[src/hw/rtl/dvp_pkg.sv]
package dvp_pkg;

	localparam int DEF_MAX_COMPONENTS = 4;
	localparam int NUM_PARTS = 4;
	localparam int PART_W = 31;
	localparam int QUEUE_DEPTH = 2;

	localparam logic [PART_W-1:0] VALUE_LIMIT = 31'h7FFF_FFFF;

	localparam logic [7:0] CHAR_DOT = 8'h2E;
	localparam logic [7:0] CHAR_ZERO = 8'h30;
	localparam logic [7:0] CHAR_NINE = 8'h39;

	localparam logic [2:0] ST_OK = 3'd0;
	localparam logic [2:0] ST_TOO_MANY = 3'd1;
	localparam logic [2:0] ST_EMPTY = 3'd2;
	localparam logic [2:0] ST_NONDIGIT = 3'd3;
	localparam logic [2:0] ST_OVERFLOW = 3'd4;

	typedef struct packed {
		logic [7:0] character;
		logic end_marker;
	} in_item_t;

	typedef struct packed {
		logic [2:0] status;
		logic [PART_W-1:0] major_part;
		logic [PART_W-1:0] minor_part;
		logic [PART_W-1:0] patch_part;
		logic [PART_W-1:0] tweak_part;
	} result_t;

	typedef enum logic [1:0] {
		KIND_DIGIT = 2'd0,
		KIND_DOT = 2'd1,
		KIND_OTHER = 2'd2,
		KIND_END = 2'd3
	} kind_t;

	typedef struct packed {
		kind_t kind;
		logic [3:0] digit;
	} cls_t;

	// read side of the queue as seen by the back end
	typedef struct packed {
		logic avail;
		cls_t entry;
	} q_rd_t;

endpackage

[src/hw/rtl/dvp_front.sv]
module dvp_front
	import dvp_pkg::*;
(
	input logic item_valid,
	input in_item_t item,
	input logic q_full,
	output logic item_stall,
	output logic push,
	output cls_t cls
);

	logic [7:0] offs;

	assign item_stall = q_full;
	assign push = item_valid && !q_full;
	assign offs = item.character - CHAR_ZERO;

	always_comb begin
		cls.digit = offs[3:0];
		if (item.end_marker) begin
			cls.kind = KIND_END;
		end else if (item.character == CHAR_DOT) begin
			cls.kind = KIND_DOT;
		end else if (item.character >= CHAR_ZERO && item.character <= CHAR_NINE) begin
			cls.kind = KIND_DIGIT;
		end else begin
			cls.kind = KIND_OTHER;
		end
	end

endmodule

[src/hw/rtl/dvp_fifo.sv]
module dvp_fifo
	import dvp_pkg::*;
(
	input logic clk,
	input logic arst_n,
	input logic push,
	input cls_t wr_data,
	input logic pop,
	output logic full,
	output q_rd_t rd
);

	localparam int PTR_W = (QUEUE_DEPTH > 1) ? $clog2(QUEUE_DEPTH) : 1;
	localparam int CNT_W = $clog2(QUEUE_DEPTH + 1);

	cls_t mem_q [QUEUE_DEPTH];
	logic [PTR_W-1:0] wr_ptr_q;
	logic [PTR_W-1:0] rd_ptr_q;
	logic [CNT_W-1:0] count_q;

	assign full = count_q == CNT_W'(QUEUE_DEPTH);
	assign rd.avail = count_q != '0;
	assign rd.entry = mem_q[rd_ptr_q];

	function automatic logic [PTR_W-1:0] bump(input logic [PTR_W-1:0] p);
		if (32'(p) == QUEUE_DEPTH - 1) begin
			return '0;
		end
		return p + 1'b1;
	endfunction

	always_ff @(posedge clk) begin
		if (push) begin
			mem_q[wr_ptr_q] <= wr_data;
		end
	end

	always_ff @(posedge clk or negedge arst_n) begin
		if (!arst_n) begin
			wr_ptr_q <= '0;
			rd_ptr_q <= '0;
			count_q <= '0;
		end else begin
			if (push) begin
				wr_ptr_q <= bump(wr_ptr_q);
			end
			if (pop) begin
				rd_ptr_q <= bump(rd_ptr_q);
			end
			if (push && !pop) begin
				count_q <= count_q + 1'b1;
			end else if (pop && !push) begin
				count_q <= count_q - 1'b1;
			end
		end
	end

endmodule

[src/hw/rtl/dvp_back.sv]
module dvp_back
	import dvp_pkg::*;
#(
	parameter int MAX_COMPONENTS = DEF_MAX_COMPONENTS
) (
	input logic clk,
	input logic arst_n,
	input q_rd_t rd,
	output logic pop,
	output logic result_valid,
	input logic result_stall,
	output result_t result
);

	localparam int IDX_W = $clog2(MAX_COMPONENTS + 1);

	logic [IDX_W-1:0] idx_q, n_idx;
	logic [PART_W-1:0] acc_q, n_acc;
	logic nonempty_q, n_nonempty;
	logic nondigit_q, n_nondigit;
	logic overflow_q, n_overflow;
	logic [2:0] sticky_q, n_sticky;
	logic [PART_W-1:0] vals_q [NUM_PARTS];
	logic [PART_W-1:0] n_vals [NUM_PARTS];

	logic out_free;
	logic load_result;
	result_t res_d;
	logic [PART_W+3:0] acc_next;
	logic [2:0] close_err;
	logic [PART_W-1:0] parts [NUM_PARTS];

	assign out_free = !result_valid || !result_stall;
	// an end item may leave the queue only when the output register can take it
	assign pop = rd.avail && (rd.entry.kind != KIND_END || out_free);
	assign load_result = pop && rd.entry.kind == KIND_END;

	// acc * 10 + digit
	assign acc_next = ({4'b0, acc_q} << 3) + ({4'b0, acc_q} << 1)
		+ {(PART_W)'(0), rd.entry.digit};

	always_comb begin
		if (!nonempty_q) begin
			close_err = ST_EMPTY;
		end else if (nondigit_q) begin
			close_err = ST_NONDIGIT;
		end else if (overflow_q) begin
			close_err = ST_OVERFLOW;
		end else if (32'(idx_q) < MAX_COMPONENTS) begin
			close_err = ST_OK;
		end else begin
			close_err = ST_TOO_MANY;
		end
	end

	always_comb begin
		n_idx = idx_q;
		n_acc = acc_q;
		n_nonempty = nonempty_q;
		n_nondigit = nondigit_q;
		n_overflow = overflow_q;
		n_sticky = sticky_q;
		for (int k = 0; k < NUM_PARTS; k++) begin
			n_vals[k] = vals_q[k];
		end

		if (pop && sticky_q == ST_OK) begin
			unique case (rd.entry.kind)
				KIND_DOT, KIND_END: begin
					n_sticky = close_err;
					if (close_err == ST_OK) begin
						for (int k = 0; k < NUM_PARTS; k++) begin
							if (32'(idx_q) == k) begin
								n_vals[k] = acc_q;
							end
						end
						n_idx = idx_q + 1'b1;
						if (rd.entry.kind == KIND_DOT && 32'(n_idx) >= MAX_COMPONENTS) begin
							n_sticky = ST_TOO_MANY;
						end
					end
					n_acc = '0;
					n_nonempty = 1'b0;
					n_nondigit = 1'b0;
					n_overflow = 1'b0;
				end
				KIND_DIGIT: begin
					n_nonempty = 1'b1;
					if (!overflow_q) begin
						if (acc_next > {4'b0, VALUE_LIMIT}) begin
							n_overflow = 1'b1;
						end else begin
							n_acc = acc_next[PART_W-1:0];
						end
					end
				end
				KIND_OTHER: begin
					n_nonempty = 1'b1;
					n_nondigit = 1'b1;
				end
				default: begin
				end
			endcase
		end
	end

	always_comb begin
		for (int k = 0; k < NUM_PARTS; k++) begin
			parts[k] = (n_sticky == ST_OK && k < 32'(n_idx)) ? n_vals[k] : '0;
		end
		res_d.status = n_sticky;
		res_d.major_part = parts[0];
		res_d.minor_part = parts[1];
		res_d.patch_part = parts[2];
		res_d.tweak_part = parts[3];
	end

	always_ff @(posedge clk) begin
		for (int k = 0; k < NUM_PARTS; k++) begin
			vals_q[k] <= n_vals[k];
		end
		if (load_result) begin
			result <= res_d;
		end
	end

	always_ff @(posedge clk or negedge arst_n) begin
		if (!arst_n) begin
			idx_q <= '0;
			acc_q <= '0;
			nonempty_q <= 1'b0;
			nondigit_q <= 1'b0;
			overflow_q <= 1'b0;
			sticky_q <= ST_OK;
			result_valid <= 1'b0;
		end else begin
			if (load_result) begin
				// string done: back to the empty state
				idx_q <= '0;
				acc_q <= '0;
				nonempty_q <= 1'b0;
				nondigit_q <= 1'b0;
				overflow_q <= 1'b0;
				sticky_q <= ST_OK;
				result_valid <= 1'b1;
			end else begin
				idx_q <= n_idx;
				acc_q <= n_acc;
				nonempty_q <= n_nonempty;
				nondigit_q <= n_nondigit;
				overflow_q <= n_overflow;
				sticky_q <= n_sticky;
				if (!result_stall) begin
					result_valid <= 1'b0;
				end
			end
		end
	end

endmodule

[src/hw/rtl/dotted_version_parser_unit.sv]
// Dotted decimal version parser.
// Throughput: one item per cycle, end items included, while result_stall is low.
// Path: an accepted end item is written into the queue, then the parse step pops it, once the output
// register can take it, and loads the output register, which raises result_valid.
// Reset: arst_n clears the queue, the parse state and result_valid at once.
module dotted_version_parser_unit
	import dvp_pkg::*;
#(
	parameter int MAX_COMPONENTS = DEF_MAX_COMPONENTS
) (
	input logic clk,
	input logic arst_n,
	input logic item_valid,
	output logic item_stall,
	input in_item_t item,
	output logic result_valid,
	input logic result_stall,
	output result_t result
);

	logic push;
	logic pop;
	logic q_full;
	cls_t cls;
	q_rd_t rd;

	dvp_front u_front (
		.item_valid(item_valid),
		.item(item),
		.q_full(q_full),
		.item_stall(item_stall),
		.push(push),
		.cls(cls)
	);

	dvp_fifo u_fifo (
		.clk(clk),
		.arst_n(arst_n),
		.push(push),
		.wr_data(cls),
		.pop(pop),
		.full(q_full),
		.rd(rd)
	);

	dvp_back #(
		.MAX_COMPONENTS(MAX_COMPONENTS)
	) u_back (
		.clk(clk),
		.arst_n(arst_n),
		.rd(rd),
		.pop(pop),
		.result_valid(result_valid),
		.result_stall(result_stall),
		.result(result)
	);

endmodule

[config.mk]
export PLATFORM = sky130hd
export DESIGN_NAME = dotted_version_parser_unit
export DESIGN_NICKNAME = d
export VERILOG_FILES = /design/src/hw/rtl/dvp_pkg.sv /design/src/hw/rtl/dvp_front.sv /design/src/hw/rtl/dvp_fifo.sv /design/src/hw/rtl/dvp_back.sv /design/src/hw/rtl/dotted_version_parser_unit.sv
export SDC_FILE = /design/constraint.sdc
export NUM_CORES = 1
export LEC_CHECK = 0
export BUFFER_PORTS_ARGS = -buffer_cell sky130_fd_sc_hd__clkbuf_2
export CAP_MARGIN = 20
export CORE_ASPECT_RATIO = 1.2
export CORE_UTILIZATION = 49
export DETAILED_ROUTE_END_ITERATION = 6
export GPL_ROUTABILITY_DRIVEN = 0
export GPL_TIMING_DRIVEN = 0
export PLACE_DENSITY = 0.69
export RECOVER_POWER = 50
export SLEW_MARGIN = 20
export SYNTH_ARGS = -nofsm -noshare
export SYNTH_HDL_FRONTEND = slang
export SYNTH_SLANG_ARGS = --single-unit
[constraint.sdc]
create_clock -name clk -period 7.8 [get_ports clk]
set_input_delay 2.34 -clock clk [delete_from_list [all_inputs] [get_ports clk]]
set_output_delay 2.34 -clock clk [all_outputs]
set_load 0.02 [all_outputs]
==> results.toml, run 1 <==
[synth]
syn_inst = 1028
synth-compound-area-share = 0.0847
yosys-top-cells-area = "edfxtp_1, dfxtp_1, mux2_2, dfrtp_1, ha_1"
synth_seq_cells = 308
synth.net_count = 1110
synth_top_family_by_area = "simple AND/OR/NAND/NOR gates"
yosys.area.top_type = "edfxtp_1"
synth_fa_ha_area_frac = 0.0668
netlist_area_um2 = 13200
synth_top_area_frac = 0.317
synth_ff_type = "edfxtp_1"
ys_types = 57
ys_seq_area_frac = 0.591
async_flop_share = 0.146
synth-edff-count = 139
synthXorXnorAreaFrac = 0.0200
syn_area_per_cell_um2 = 12.8
yosysWarningCount = 0
synthMuxAreaShare = 0.102
synth-simple-area-share = 0.112

[worst_hold_path]
min_to = "u_back.vals_q[1][30]"
whs_path_depth = 2
hp-start = "u_back.vals_q[1][30]"
hp-class = "reg -> reg"

[worst_setup_path]
cp_slowest_cell = "clkbuf_1"
r2r_slack_ns = 3.14
crit_family = "buffers and inverters"
crit_type = "in -> reg"
max_stage_delay_ns = 1.20
cp.depth = 8
path_cells = "clkbuf_1 -> nand2_1 -> nor2_1 -> nor2_1 -> inv_1 -> nor2_1 -> clkbuf_1 -> clkbuf_1"
reg2reg_depth = 9
critical_path.max_fanout = 29
crit_path_start_kind = "primary input"
critPathArrivalTime_ns = 5.58
crit_buf_inv = 4
worstPathRequired_ns = 7.94
r2r_start = "u_fifo.rd_ptr_q"
regToRegEndpoint = "u_back.result[91]"
end_kind = "flip-flop"

[route]
drcViolationCount = 0
wl_per_cell_um = 17.2
drtIter0Drc = 406
ant_nets = 0
dr.pass1.iters = 6
vias = 8425
viasPerCell = 5.39
routed_wl_um = 26900

[finish]
nFillCells = 2278
nets = 1287
final_cell_mix = "clkbuf_1, edfxtp_1, nor2b_1, dfxtp_1, mux2_2"
mostFrequentLayoutCell = "clkbuf_1"
layout-drive-gt1-share = 0.149
finalCoreUtilization = 0.575
stdcell_area_um2 = 15100
synthToLayoutAreaGrowth_pct = 15.1
antenna_cells = 0

[clock_tree]
htreeDepth = 1
cts_resized = 0
numCtsBuffers = 29
root_buffer = "clkbuf_16"
clk_pin_slew_ns = 0.06
clock_path_buffers = 3
post_cts_buffers = 0
ctsHoldBuffers = 0
numClockSinks = 308
clk_latency_ns = 0.55
cts_tree = "done"

[global_routing]
grt_pass1_vias = 8285
antenna_found_initial = 0
grt_overflow_total = 0
grt_pass1_wl_um = 42600
grt.total_usage = 0.199
grt_max_degree = 46

[power_and_ir_drop]
p_per_area_nw_per_um2 = 326
p_leak_nw = 6.04
ir_drop_uv = 224

[floorplan]
rows = 65
io_pins = 142
core-area_um2 = 26400
die_h_um = 182
die_x_um = 152
start_util = 0.499
dieArea_um2 = 27500

[sta]
maxSlewViolCount = 76
finalHoldViolCount = 0
rsz0062_at_grt = "false"
setup_viol = 0
relSlewSlack = -0.741
period_share = 0.697
min_period_ns = 5.44
tightest_slew_ns = 2.61
clock.fmax_ghz = 0.184
skew_ns = 0.0271

[place]
dp_hpwl_um = 18900
place.port_buffers = 141
placedInstanceArea_um2 = 14400

[status]
status = "finished, violations left"
violations = "capacitance limit, slew limit"

[flow_run]
drv_cap = 2
[cell usage after synthesis, drive strengths merged, types with 2 or more instances]
| cell type | instances |
|---|---|
| nor4 | 3 |
| ha | 67 |
| nand4b | 2 |
| nor2 | 27 |
| a21oi | 38 |
| a32o | 30 |
| xnor2 | 17 |
| nand2b | 10 |
| nand3 | 14 |
| a31oi | 6 |
| buf | 10 |
| dfrtp | 45 |
| nand2 | 53 |
| xor2 | 13 |
| o21ai | 44 |
| nor2b | 130 |
| a211oi | 5 |
| or3 | 3 |
| o211ai | 3 |
| nor3 | 2 |
| and3 | 8 |
| fa | 2 |
| inv | 24 |
| a21o | 7 |
| clkbuf | 35 |
| mux2i | 3 |
| and2 | 4 |
| o21a | 7 |
| edfxtp | 139 |
| a221oi | 2 |
| o21bai | 5 |
| dfxtp | 124 |
| nand4 | 10 |
| mux2 | 117 |
[power by group]
group / internal [mW] / switching, mW
registers: 2.09 / 0.130
logic: 0.341 / 0.925
clock network: 0.872 / 0.578
[per-layer routing]
layer  wire (um)  part of all wire  up-vias  global-route usage
met5           0                 0        -                   0
met4         636             0.024        0              0.0602
met3        1210             0.045       42              0.0241
met2       13400              0.50      179               0.341
met1       11700              0.43     4115               0.260
li1            -                 -     4089                   -
[worst max-delay path by stage]
stage | from | to | slack (ns)
finish | result_stall | u_back.result[91] | 2.36
global route | result_stall | u_back.result[60] | 2.06
CTS | result_stall | u_back.result[93] | 3.19
detailed placement | result_stall | u_back.result[93] | 2.61
global placement | result_stall | u_back.result[46] | -0.47
floorplan | result_stall | u_back.result[0] | 1.18
[sequential cells by signal, summed over array words and instances, names as in the netlist]
name                 count
u_fifo.rd_ptr_q          1
u_fifo.count_q           2
u_back.result          127
u_back.acc_q            31
u_fifo.mem_q            12
u_back.vals_q          124
u_back.result_valid      1
u_back.idx_q             3
u_back.overflow_q        1
u_back.nondigit_q        1
u_back.sticky_q          3
u_back.nonempty_q        1
u_fifo.wr_ptr_q          1
[cell families after synthesis]
kind of cell | Yosys count
xor gates and xnor gates | 30
and+or+nand+nor | 269
AOI/OAI and AO/OA | 163
adders and majority gates | 69
DFF | 308
buffers and inverters | 69
muxes | 120
[per-stage QoR]
step	setup TNS [ns]	setup WS, ns	hold slack, ns	cells	power [mW]
finish	0	2.36	0.457	1562	4.94
global route	0	2.06	0.480	1562	5.19
CTS	0	3.19	0.462	1562	5.09
detailed placement	0	2.61	0.447	1509	3.64
global placement	-59.50	-0.471	0.433	1504	3.58
floorplan	0	1.18	0.422	1028	3.14
[worst min-delay path, delay by kind of cell (launching register included)]
kind            cells  cell delay [ns]
simple gates        1             0.04
flops               1             0.31
compound gates      1             0.07
[cell type report]
type / count / area (um2) / area share
clock buffers: 39 / 825 / 0.0544
well taps: 335 / 419 / 0.0277
flip-flops and latches: 308 / 7780 / 0.514
repair buffers: 146 / 573 / 0.0378
multi-input cells: 651 / 5080 / 0.336
inverters: 24 / 90.1 / 0.00595
plain buffers: 45 / 203 / 0.0134
clock inverters: 14 / 174 / 0.0115
Power figures use the tool's default switching activity.
==> run 2, diff against run 1 <==
==> constraint.sdc (replaced) <==
create_clock -name clk -period 4.8 [get_ports clk]
set_input_delay 1.44 -clock clk [delete_from_list [all_inputs] [get_ports clk]]
set_output_delay 1.44 -clock clk [all_outputs]
set_load 0.02 [all_outputs]
==> results.toml, run 2 (same netlist as run 1, synthesis figures left out) <==
[status]
status = "finished, violations left"
violations = "capacitance limit, slew limit"

[route]
dr.pass1.iters = 7
viasPerCell = 5.33
ant_nets = 0
drcViolationCount = 0
wl_per_cell_um = 17.0
drtIter0Drc = 429
routed_wl_um = 26600
vias = 8325

[place]
place.port_buffers = 141
placedInstanceArea_um2 = 14400
dp.cells = 1509
dp_hpwl_um = 18600
place_ws_ns = 0.402

[finish]
layout-drive-gt1-share = 0.150
stdcell_area_um2 = 15100
largest-register = "u_back.result"
top_regs = "u_back.result (127), u_back.vals_q (124), u_back.acc_q (31)"
mostFrequentLayoutCell = "clkbuf_1"
finalCoreUtilization = 0.575
synthToLayoutAreaGrowth_pct = 15.1
antenna_cells = 0
nets = 1287
final_cell_mix = "clkbuf_1, edfxtp_1, nor2b_1, dfxtp_1, mux2_2"
multi_input_area_um2 = 5080
final_cells = 1562
nFillCells = 2320
largest_reg_flops = 127
seq_area_um2 = 7780

[clock_tree]
post_cts_buffers = 0
clk_pin_slew_ns = 0.06
clock_path_buffers = 3
htreeDepth = 1
numClockSinks = 308
root_buffer = "clkbuf_16"
cts_resized = 0
numCtsBuffers = 29
clk_latency_ns = 0.54
ctsHoldBuffers = 0
cts_tree = "done"

[worst_setup_path]
crit_start = "u_fifo.rd_ptr_q"
crit_type = "reg -> reg"
critical_path.max_fanout = 10
r2r_slack_ns = 0.33
crit_path_start_kind = "flip-flop"
worstPathRequired_ns = 5.22
regToRegEndpoint = "u_back.acc_q[16]"
r2r_start = "u_fifo.rd_ptr_q"
reg2reg_depth = 14
endpoint = "u_back.acc_q[16]"
end_kind = "flip-flop"
critPathArrivalTime_ns = 4.89

[sta]
min_period_ns = 4.47
relSlewSlack = -0.711
setup_viol = 0
setup_slack_ns = 0.329
maxSlewViolCount = 46
skew_ns = 0.0134
rsz0062_at_grt = "false"
finalHoldViolCount = 0
clock.fmax_ghz = 0.224
period_share = 0.931
tightest_slew_ns = 2.57

[floorplan]
core-area_um2 = 26400
die_x_um = 152
dieArea_um2 = 27500
io_pins = 142
rows = 65
die_h_um = 182
start_util = 0.499

[worst_hold_path]
hp-class = "reg -> reg"

[global_routing]
grt.total_usage = 0.195
grt_pass1_wl_um = 42000
grt_pass1_vias = 8270
grt_max_degree = 46
grt_overflow_total = 0
antenna_found_initial = 0

[power_and_ir_drop]
p_per_area_nw_per_um2 = 526
p_leak_nw = 6.03
ir_drop_uv = 320
total_power_mw = 7.97

[flow_run]
drv_cap = 1
## run 2: cell count changes in the layout (fill, tap and decap cells not counted), sizes merged
cell / previous run / this run
buf: 11 / 12
bufinv: 4 / 3
clkbuf: 219 / 215
clkinv: 7 / 9
clkinvlp: 1 / 4
inv: 26 / 25
## run 2: layout make-up
| class | instances | area share |
|---|---|---|
| Sequential cell | 308 | 0.514 |
| Clock inverter | 17 | 0.0121 |
| Buffer | 45 | 0.0133 |
| Tap cell | 335 | 0.0277 |
| Inverter | 24 | 0.00595 |
| Multi-Input combinational cell | 651 | 0.335 |
| Clock buffer | 36 | 0.0517 |
| Timing Repair Buffer | 146 | 0.0400 |
## run 2: per-stage QoR
stage                     setup TNS, ns  hold slack, ns
after floorplan                       0           0.422
after detailed placement              0           0.444
after CTS                             0           0.464
final                                 0           0.460
after global routing                  0           0.477
after global placement           -67.98           0.433
## run 2: per-layer routing
layer | share of wire | global-route usage
met1 | 0.44 | 0.254
met2 | 0.50 | 0.341
met3 | 0.038 | 0.0239
met4 | 0.018 | 0.0495
met5 | 0 | 0
## run 2: how the worst min path moves through the flow
| stage | startpoint | to | slack (ns) | depth (start not counted) |
|---|---|---|---|---|
| final | u_back.vals_q[0][2] | u_back.vals_q[0][2] | 0.46 | 2 |
| after global routing | u_back.vals_q[2][3] | u_back.vals_q[2][3] | 0.48 | 1 |
| after CTS | u_back.vals_q[1][2] | u_back.vals_q[1][2] | 0.46 | 2 |
| after detailed placement | u_back.vals_q[1][30] | u_back.vals_q[1][30] | 0.44 | 2 |
| after global placement | u_back.vals_q[2][0] | u_back.vals_q[2][0] | 0.43 | 2 |
| after floorplan | u_back.vals_q[0][0] | u_back.vals_q[0][0] | 0.42 | 2 |
## run 2: power breakdown
group | internal [mW] | total [mW] | switching (mW)
Sequential | 3.39 | 3.60 | 0.209
Combinational | 0.578 | 2.07 | 1.49
Clock | 1.32 | 2.30 | 0.975
## run 2: critical path: stages (launching register included)
cell and delay (ns):
dfrtp_1 0.32, buf_2 0.22, mux2i_1 0.30, fa_1 0.51, fa_1 0.47, nand2b_1 0.19
a21oi_1 0.26, o2111ai_1 0.19, a21oi_1 0.37, a41oi_1 0.24, xnor2_1 0.19, a2111oi_2 0.38
nand2_1 0.20, buf_2 0.24, a32o_1 0.27
==> run 3, diff against run 2 <==
--- a/config.mk
+++ b/config.mk
@@ -9,6 +9,7 @@
 export CAP_MARGIN = 20
 export CORE_ASPECT_RATIO = 1.2
 export CORE_UTILIZATION = 49
+export CTS_BUF_LIST = sky130_fd_sc_hd__clkbuf_4
 export DETAILED_ROUTE_END_ITERATION = 6
 export GPL_ROUTABILITY_DRIVEN = 0
 export GPL_TIMING_DRIVEN = 0
==> results.toml, run 3 (same netlist as run 1, synthesis figures left out) <==
[place]
place_ws_ns = 0.402
dp_hpwl_um = 18600
place.port_buffers = 141
placedInstanceArea_um2 = 14400
dp.cells = 1509

[worst_setup_path]
crit_start = "u_fifo.rd_ptr_q"
end_kind = "flip-flop"
critPathArrivalTime_ns = 5.01
reg2reg_depth = 14
endpoint = "u_back.acc_q[16]"
max_stage_delay_ns = 0.51
regToRegEndpoint = "u_back.acc_q[16]"
crit_buf_inv = 2
r2r_slack_ns = 0.33
r2r_start = "u_fifo.rd_ptr_q"
crit_path_start_kind = "flip-flop"
cp.depth = 14
path_cells = "buf_2 -> mux2i_1 -> fa_1 -> fa_1 -> nand2b_1 -> a21oi_1 -> o2111ai_1 -> a21oi_1 -> a41oi_1 -> xnor2_1 -> a2111oi_2 -> nand2_1 -> buf_2 -> a32o_1"
critical_path.max_fanout = 10
crit_family = "compound AO/OA/AOI/OAI gates"
worstPathRequired_ns = 5.33
cp_slowest_cell = "fa_1"
crit_type = "reg -> reg"

[sta]
period_share = 0.932
holdWs_ns = 0.458
relSlewSlack = -0.720
min_period_ns = 4.47
skew_ns = 0.0440
clock.fmax_ghz = 0.223
rsz0062_at_grt = "false"
tightest_slew_ns = 2.58
finalHoldViolCount = 0
setup_viol = 0
maxSlewViolCount = 46
setup_slack_ns = 0.325
tns_ns = 0

[clock_tree]
htreeDepth = 3
clock_path_buffers = 3
ctsHoldBuffers = 0
clk_pin_slew_ns = 0.07
cts_tree = "done"
numClockSinks = 308
cts_resized = 0
post_cts_buffers = 0
numCtsBuffers = 76
root_buffer = "clkbuf_4"
clk_latency_ns = 0.69

[global_routing]
grt.total_usage = 0.201
grt_pass1_vias = 8646
grt_pass1_wl_um = 42800
grt_overflow_total = 0
grt_max_degree = 46
antenna_found_initial = 1

[finish]
finalCoreUtilization = 0.576
synthToLayoutAreaGrowth_pct = 15.4
nets = 1334
layout-drive-gt1-share = 0.199
top_regs = "u_back.result (127), u_back.vals_q (124), u_back.acc_q (31)"
stdcell_area_um2 = 15200
nFillCells = 2369
largest-register = "u_back.result"
seq_area_um2 = 7780
mostFrequentLayoutCell = "clkbuf_1"
largest_reg_flops = 127
final_cells = 1652
multi_input_area_um2 = 5080
final_cell_mix = "clkbuf_1, edfxtp_1, nor2b_1, dfxtp_1, clkbuf_4"

[status]
violations = "capacitance limit, slew limit"
status = "finished, violations left"

[route]
drcViolationCount = 0
drtIter0Drc = 424
dr.pass1.iters = 5
ant_nets = 0
routed_wl_um = 26900
viasPerCell = 5.25
vias = 8669
wl_per_cell_um = 16.3

[floorplan]
core-area_um2 = 26400
die_x_um = 152
die_h_um = 182
io_pins = 142
start_util = 0.499
rows = 65
dieArea_um2 = 27500

[power_and_ir_drop]
p_leak_nw = 6.17
ir_drop_uv = 384
total_power_mw = 7.84
p_per_area_nw_per_um2 = 516

[flow_run]
drv_cap = 1

[worst_hold_path]
whs_path_depth = 2
hp-class = "reg -> reg"
run 3: worst min path at each step:
stage / start / slack [ns] / end
finish: u_back.vals_q[1][30] / 0.46 / u_back.vals_q[1][30]
global route: u_back.vals_q[2][3] / 0.48 / u_back.vals_q[2][3]
CTS: u_back.vals_q[1][30] / 0.46 / u_back.vals_q[1][30]
detailed placement: u_back.vals_q[1][30] / 0.44 / u_back.vals_q[1][30]
global placement: u_back.vals_q[2][0] / 0.43 / u_back.vals_q[2][0]
floorplan: u_back.vals_q[0][0] / 0.42 / u_back.vals_q[0][0]
run 3: layer usage:
layer	track usage	part of all wire	up-vias	routed length [um]
li1	-	-	4254	-
met1	0.253	0.43	4161	11600
met2	0.338	0.50	206	13500
met3	0.0392	0.048	48	1300
met4	0.0764	0.019	0	521
met5	0	0	-	0
run 3: where the power goes:
group	total [mW]	switching (mW)	internal [mW]
registers	3.60	0.209	3.39
logic	2.07	1.49	0.579
clock network	2.17	1.01	1.15
total	7.84	2.72	5.12
run 3: worst register-to-register path: cells and delay by family (launching register included):
kind,cells,cell delay [ns]
AO/OA/AOI/OAI,6,1.70
XOR/XNOR,1,0.19
adder cells (fa/ha/maj),2,0.98
buffers and inverters,2,0.47
flip-flops,1,0.32
multiplexers,1,0.30
AND/OR/NAND/NOR,2,0.41
run 3: area by class of cell:
class,count,share of cell area
Sequential cell,308,0.513
Multi-Input combinational cell,651,0.334
Timing Repair Buffer,146,0.0400
Tap cell,335,0.0276
Antenna cell,1,0.000165
Clock inverter,28,0.00989
Inverter,24,0.00593
Buffer,45,0.0133
Clock buffer,114,0.0564
